## config.mk

```make
export PLATFORM = sky130hd
export DESIGN_NAME = tscc_update
export DESIGN_NICKNAME = d
export VERILOG_FILES = /design/src/design/tscc_pkg.sv /design/src/design/tscc_update.sv
export SDC_FILE = /design/constraint.sdc
export NUM_CORES = 1
export LEC_CHECK = 0
export BUFFER_PORTS_ARGS = -buffer_cell sky130_fd_sc_hd__buf_2
export CORE_AREA = 2 2 39 41
export DETAILED_ROUTE_END_ITERATION = 7
export DIE_AREA = 0 0 41 43
export GPL_ROUTABILITY_DRIVEN = 0
export GPL_TIMING_DRIVEN = 0
export PLACE_DENSITY = 0.74
export SYNTH_ARGS = -nofsm -noshare
export SYNTH_HDL_FRONTEND = slang
export SYNTH_SLANG_ARGS = --single-unit
```

## constraint.sdc

```tcl
create_clock -name vclk -period 2.2
set_input_delay 0.44 -clock vclk [all_inputs]
set_output_delay 0.44 -clock vclk [all_outputs]
set_load 0.02 [all_outputs]
```

## src/design/tscc_pkg.sv

```systemverilog
`default_nettype none
package tscc_pkg;

   // Depth of the per-id store; kept a power of two so the id folds by bit slicing
   localparam int PID_COUNT = 8192;
   localparam int PID_AW    = $clog2(PID_COUNT);

   localparam logic [3:0]  CC_MASK     = 4'h0F;
   localparam logic [12:0] PID_PAT     = 13'h0000;
   localparam logic [12:0] PID_CAT     = 13'h0001;
   localparam logic [12:0] PID_TSDT    = 13'h0002;
   localparam logic [12:0] PID_NIT     = 13'h0010;
   localparam logic [12:0] PID_SDT     = 13'h0011;
   localparam logic [12:0] PID_NULL    = 13'h1FFF;

   typedef enum logic [2:0] {
      V_IGNORED   = 3'd0,
      V_IN_ORDER  = 3'd1,
      V_FIRST     = 3'd2,
      V_DUPLICATE = 3'd3,
      V_BREAK     = 3'd4
   } verdict_type;

   typedef enum logic [1:0] {
      CLS_UNKNOWN = 2'd0,
      CLS_PROGRAM = 2'd1,
      CLS_PES     = 2'd2,
      CLS_SECTION = 2'd3
   } class_type;

   typedef enum logic [1:0] {
      ROUTE_NONE    = 2'd0,
      ROUTE_PROGRAM = 2'd1,
      ROUTE_PES     = 2'd2,
      ROUTE_SECTION = 2'd3
   } route_type;

   typedef enum logic [1:0] {
      ST_CLEAR,
      ST_IDLE,
      ST_LOOKUP
   } state_type;

   // One entry of the per-id store
   typedef struct packed {
      logic       valid;
      logic       dup;
      logic [3:0] last;
   } entry_type;

   // One header word as held during its lookup
   typedef struct packed {
      logic [12:0] pid;
      logic [3:0]  cc;
      logic        has_payload;
      logic        disc_flag;
      logic [1:0]  pid_class;
      logic        tables_complete;
   } item_type;

   // Outcome of the update stage
   typedef struct packed {
      logic        we;
      entry_type   wr_entry;
      verdict_type verdict;
      logic        discard;
      route_type   route;
   } upd_type;

endpackage
`default_nettype wire

```

## src/design/tscc_update.sv

```systemverilog
`default_nettype none
module tscc_update (
   input  wire tscc_pkg::item_type  item,
   input  wire tscc_pkg::entry_type entry,
   output tscc_pkg::upd_type        upd
);

   tscc_pkg::class_type   cls;
   tscc_pkg::entry_type   nxt;
   tscc_pkg::verdict_type verdict;
   logic                  discard;
   logic                  drop;
   logic [3:0]            expect_cc;
   tscc_pkg::route_type   route;

   // Classify the id: the PAT id is always a program table, reserved ids are ignored
   always_comb begin
      if (item.pid == tscc_pkg::PID_PAT) begin
         cls = tscc_pkg::CLS_PROGRAM;
      end else if (item.pid inside {tscc_pkg::PID_CAT, tscc_pkg::PID_TSDT,
                                    tscc_pkg::PID_NIT, tscc_pkg::PID_SDT,
                                    tscc_pkg::PID_NULL}) begin
         cls = tscc_pkg::CLS_UNKNOWN;
      end else begin
         cls = tscc_pkg::class_type'(item.pid_class);
      end
   end

   assign expect_cc = (entry.last + 4'd1) & tscc_pkg::CC_MASK;

   // Apply signalled discontinuity, then the counter check on payload words
   always_comb begin
      nxt     = entry;
      verdict = tscc_pkg::V_FIRST;
      discard = 1'b0;
      drop    = 1'b0;
      if (item.disc_flag) begin
         discard   = 1'b1;
         nxt.valid = 1'b0;
         nxt.dup   = 1'b0;
      end
      if (item.has_payload) begin
         if (nxt.valid) begin
            if (item.cc == expect_cc) begin
               nxt.dup = 1'b0;
               verdict = tscc_pkg::V_IN_ORDER;
            end else if (item.cc == entry.last && !nxt.dup) begin
               nxt.dup = 1'b1;
               verdict = tscc_pkg::V_DUPLICATE;
               drop    = 1'b1;
            end else begin
               nxt.dup = 1'b0;
               verdict = tscc_pkg::V_BREAK;
               discard = 1'b1;
            end
         end
         if (!drop) begin
            nxt.valid = 1'b1;
            nxt.last  = item.cc;
         end
      end
   end

   // Pick the downstream parser; a dropped duplicate goes nowhere
   always_comb begin
      case (cls)
         tscc_pkg::CLS_PROGRAM:
            route = item.tables_complete ? tscc_pkg::ROUTE_NONE : tscc_pkg::ROUTE_PROGRAM;
         tscc_pkg::CLS_PES:     route = tscc_pkg::ROUTE_PES;
         tscc_pkg::CLS_SECTION: route = tscc_pkg::ROUTE_SECTION;
         default:               route = tscc_pkg::ROUTE_NONE;
      endcase
      if (drop) begin
         route = tscc_pkg::ROUTE_NONE;
      end
   end

   // Ignored ids leave the store alone
   always_comb begin
      if (cls == tscc_pkg::CLS_UNKNOWN) begin
         upd.we       = 1'b0;
         upd.wr_entry = entry;
         upd.verdict  = tscc_pkg::V_IGNORED;
         upd.discard  = 1'b0;
         upd.route    = tscc_pkg::ROUTE_NONE;
      end else begin
         upd.we       = 1'b1;
         upd.wr_entry = nxt;
         upd.verdict  = verdict;
         upd.discard  = discard;
         upd.route    = route;
      end
   end

endmodule
`default_nettype wire
```

# Word level (Yosys, flattened, before mapping)
# Cells that the tools add are included.
totals:
  ff_bits: 0
  out_inout_bits: 13
op_classes:
  addsub: 1
  eq_ne: 10
  n_mux: 25
  reduce_logical: 5
ops:
  columns: ["operator", "n"]
  rows:
  - ["equality test 13 x 5 -> 1 bit (second input constant)", 2]
  - ["equality test 13 x 1 -> 1 bit (second input constant)", 1]
  - ["equality test 13 bit (second input constant)", 1]
  - ["equality test 13 x 2 -> 1 bit (second input constant)", 1]
  - ["zero test 13 bit", 1]
  - ["2-to-1 mux 1 bit", 13]
  - ["2-to-1 mux 13 bit", 1]
  - ["2-to-1 mux 3 bit", 4]
  - ["equality test 4 bit", 2]
  - ["2-to-1 mux 2 bit", 4]
  - ["2-to-1 mux 6 bit", 1]
  - ["one-hot mux 2 bit (3 select lines)", 1]
  - ["nonzero test 5 bit", 1]
  - ["adder 4 x 1 -> 4 bit (second input constant)", 1]
  - ["equality test 2 bit (second input constant)", 2]
  - ["2-to-1 mux 4 bit", 1]
  - ["equality test 2 x 1 -> 1 bit (second input constant)", 1]
  - ["zero test 2 bit", 1]
  - ["logical AND 1 bit", 1]
  - ["zero test 1 bit", 1]

# Longest topological paths before layout
depth:
  depth_word: 10
  depth_mapped: 5

# Least setup slack after synthesis
# No wires, ideal clock.
synth_path:
  kind: "in2out"
  from: "input item[13] (netlist bit)"
  to: "output upd[6] (netlist bit)"
  arrival_time_ns: 1.931
  required_time_ns: 1.760
  path_slack_ns: -0.171
  path_stages: 5
  path_buffers: 0
  cell_sequence: "o21ba_1 -> o2111a_2 -> o31ai_4 -> o311ai_2 -> mux2_1"
synth_lines:
  columns: ["item", "line_no", "rtl"]
  rows:
  - ["start, declared", "tscc_update.sv:3", "input wire tscc_pkg::item_type item,"]
  - ["end, declared", "tscc_update.sv:5", "output tscc_pkg::upd_type upd"]

==> results.yml <==
detailed_routing:
  wl_per_cell_um: 12.56
  ant_nets: 0
  drt_wl_total_um: 1457
  vias_per_cell: 4.957
  firstDrtPassIters: 1
  drc: 0
  num_vias: 575
  drt_iter0_drc: 0
synthesis:
  yosysSeqAreaShare_pct: 0
  synth_top_family_by_area: "simple AND/OR/NAND/NOR gates"
  syn_nets: 81
  yosysMostFrequentCell: "nand2_1"
  yosys-top-cells-area: "xor2_1 (8.9%), xnor2_1 (6.7%), nand4_1 (6.4%), mux2_1 (5.8%), mux2_2 (5.8%)"
  synthXorXnorAreaFrac_pct: 15.65
  synth-compound-area-share_pct: 30.99
  yosys-top-cells-count: "nand2_1 (5), nand4_1 (4), nor2_1 (4), xor2_1 (4)"
  yosysUniqueCellTypes: 29
  synth.mux.area_fraction_pct: 11.50
  syn_area_per_cell_um2: 7.531
  synth_fa_ha_area_share_pct: 3.195
  synth_cells: 52
  yosys_warnings: 0
  synth_area_um2: 391.6
  synth_area_leader_cell: "xor2_1"
  yosysTopAreaCellShare_pct: 8.946
  synth_simple_gate_area_share_pct: 35.78
floorplanning:
  start_util_pct: 28.30
  die_y_um: 43
  die_w_um: 41
  io_pins: 41
  die_area_um2: 1763
  fp-row-count: 14
  coreArea_um2: 1384
outcome:
  status: "finished with violations"
  violations: "negative setup slack"
setup_path:
  worstSetupStartpointType: "input port"
  cp_cell_sequence: "buf_6, o21ba_1, o2111a_2, o31ai_4, o311ai_4, mux2_4, buf_6"
  slowest_delay_ps: 330
  crit_path_start: "item[9]"
  crit_end: "upd[9]"
  worst-path-stages: 7
  critical_path_required_ps: 1760
  cp_common_cell: "buf_6"
  path_delay_family: "compound AO/OA/AOI/OAI gates"
  end_kind: "output pin"
  crit_type: "in -> out"
  critPathMaxFanout: 4
  critPathBufInv: 2
  cp.arrival_ps: 1930
  slowest_stage: "mux2_4"
timing:
  slew_headroom_pct: 78.79
  slew_viol_final: 0
  min_period_over_period_pct: 107.6
  hold_viol_final: 0
  worst_slack_ps: -168.0
  rsz0062_at_grt: "yes"
  worstMarginPinSlew_ps: 315.8
  fmax_mhz: 422.3
  finalCriticalPeriod_ps: 2368
  setup_viol: 10
layout:
  nets: 131
  seqCellArea_um2: 0
  antenna_cells: 0
  post-route-util_pct: 60.40
  fillers: 117
  n_sequential_cell: 0
  stdcell_count: 116
  areaGrowthSynthToFinish_pct: 113.4
  stdcell_area_um2: 835.8
  drive_above_1_share_pct: 67.00
  n_clock_buffer: 0
placed_design:
  hpwlAfterDp_um: 1026
  dpl.cell_count: 109
  port_buffers: 41
  postPlaceCellArea_um2: 624.3
pwr:
  p_leak_nw: 0.3910
  vdd_drop_max_mv: 0.1082
  p_per_area_nw_per_um2: 212.1
global_routing:
  grt_usage_pct: 18.32
  antenna_found_initial: 0
  grt_max_degree: 6
  overflow: 0
  grt_pass1_vias: 558
  grt_pass1_wl_um: 2421
clocking:
  cts_hold_buf: 0
job:
  drv_cap: 0
min_path:
  hp-class: "in -> out"
==> what timing repair did <==
| action | in CTS | in global routing |
|---|---|---|
| setup endpoints to repair | 10 | 12 |
| hold endpoints to repair | 0 | 0 |
| pin swaps | 8 | 7 |
| resized for setup | 22 | 15 |
| setup buffers | 7 | 1 |
==> layer usage <==
layer  global-route usage [%]  wire, um  vias to the layer above
met3                        0        25                        0
met1                    23.25       579                      269
met2                    34.38       852                        6
met4                        0         0                        0
met5                        0         0                        -
li1                         -         -                      300
==> layout make-up <==
cell class	count	area, um^2	share of cell area, %
inverters	3	11.26	1.347
well taps	16	20.02	2.395
repair buffers	48	325.3	38.92
multi-input cells	49	479.2	57.34
==> cells by family (layout without fill, tap and decap cells) <==
group                      count (synthesis)  count (layout)
buffers and inverters                      3              51
muxes                                      4               4
adders and majority gates                  1               1
xor gates and xnor gates                   7               7
and+or+nand+nor                           25              25
AOI/OAI and AO/OA                         12              12
==> how the worst min path moves through the flow <==
stage,startpoint,to,cells past startpoint
3_5_place_dp,item[0],upd[0],3
4_1_cts,item[0],upd[0],3
5_1_grt,item[0],upd[0],3
6_report,item[0],upd[0],3
2_1_floorplan,item[0],upd[0],1
3_3_place_gp,item[0],upd[0],3
==> metrics by stage <==
step | power (mW) | hold slack, ps | TNS, ps | worst slack, ps
after global placement | 0.1293 | 1174 | -1788 | -339.1
final | 0.1773 | 1159 | -829.0 | -168.0
after CTS | 0.1627 | 1177 | -750.8 | -147.0
after floorplan | 0.07581 | 1031 | -661.5 | -163.1
after global routing | 0.1898 | 1185 | -1340 | -225.2
after detailed placement | 0.1311 | 1176 | -1914 | -354.0
==> layout by cell type (no fill, tap or decap), types with 2 or more instances in the layout <==
cell      n
nor4_4    3
inv_1     3
o21a_1    2
nor2_1    4
mux2_2    2
buf_2    29
mux2_4    2
buf_4     9
xor2_1    3
buf_6    10
nand4_1   4
xnor2_1   3
nand2_1   5
==> where the power goes <==
group          internal (mW)  switching, mW  total [mW]
clock                      0              0           0
sequential                 0              0           0
combinational         0.0887         0.0886       0.177
(Power assumes the default switching activity.)
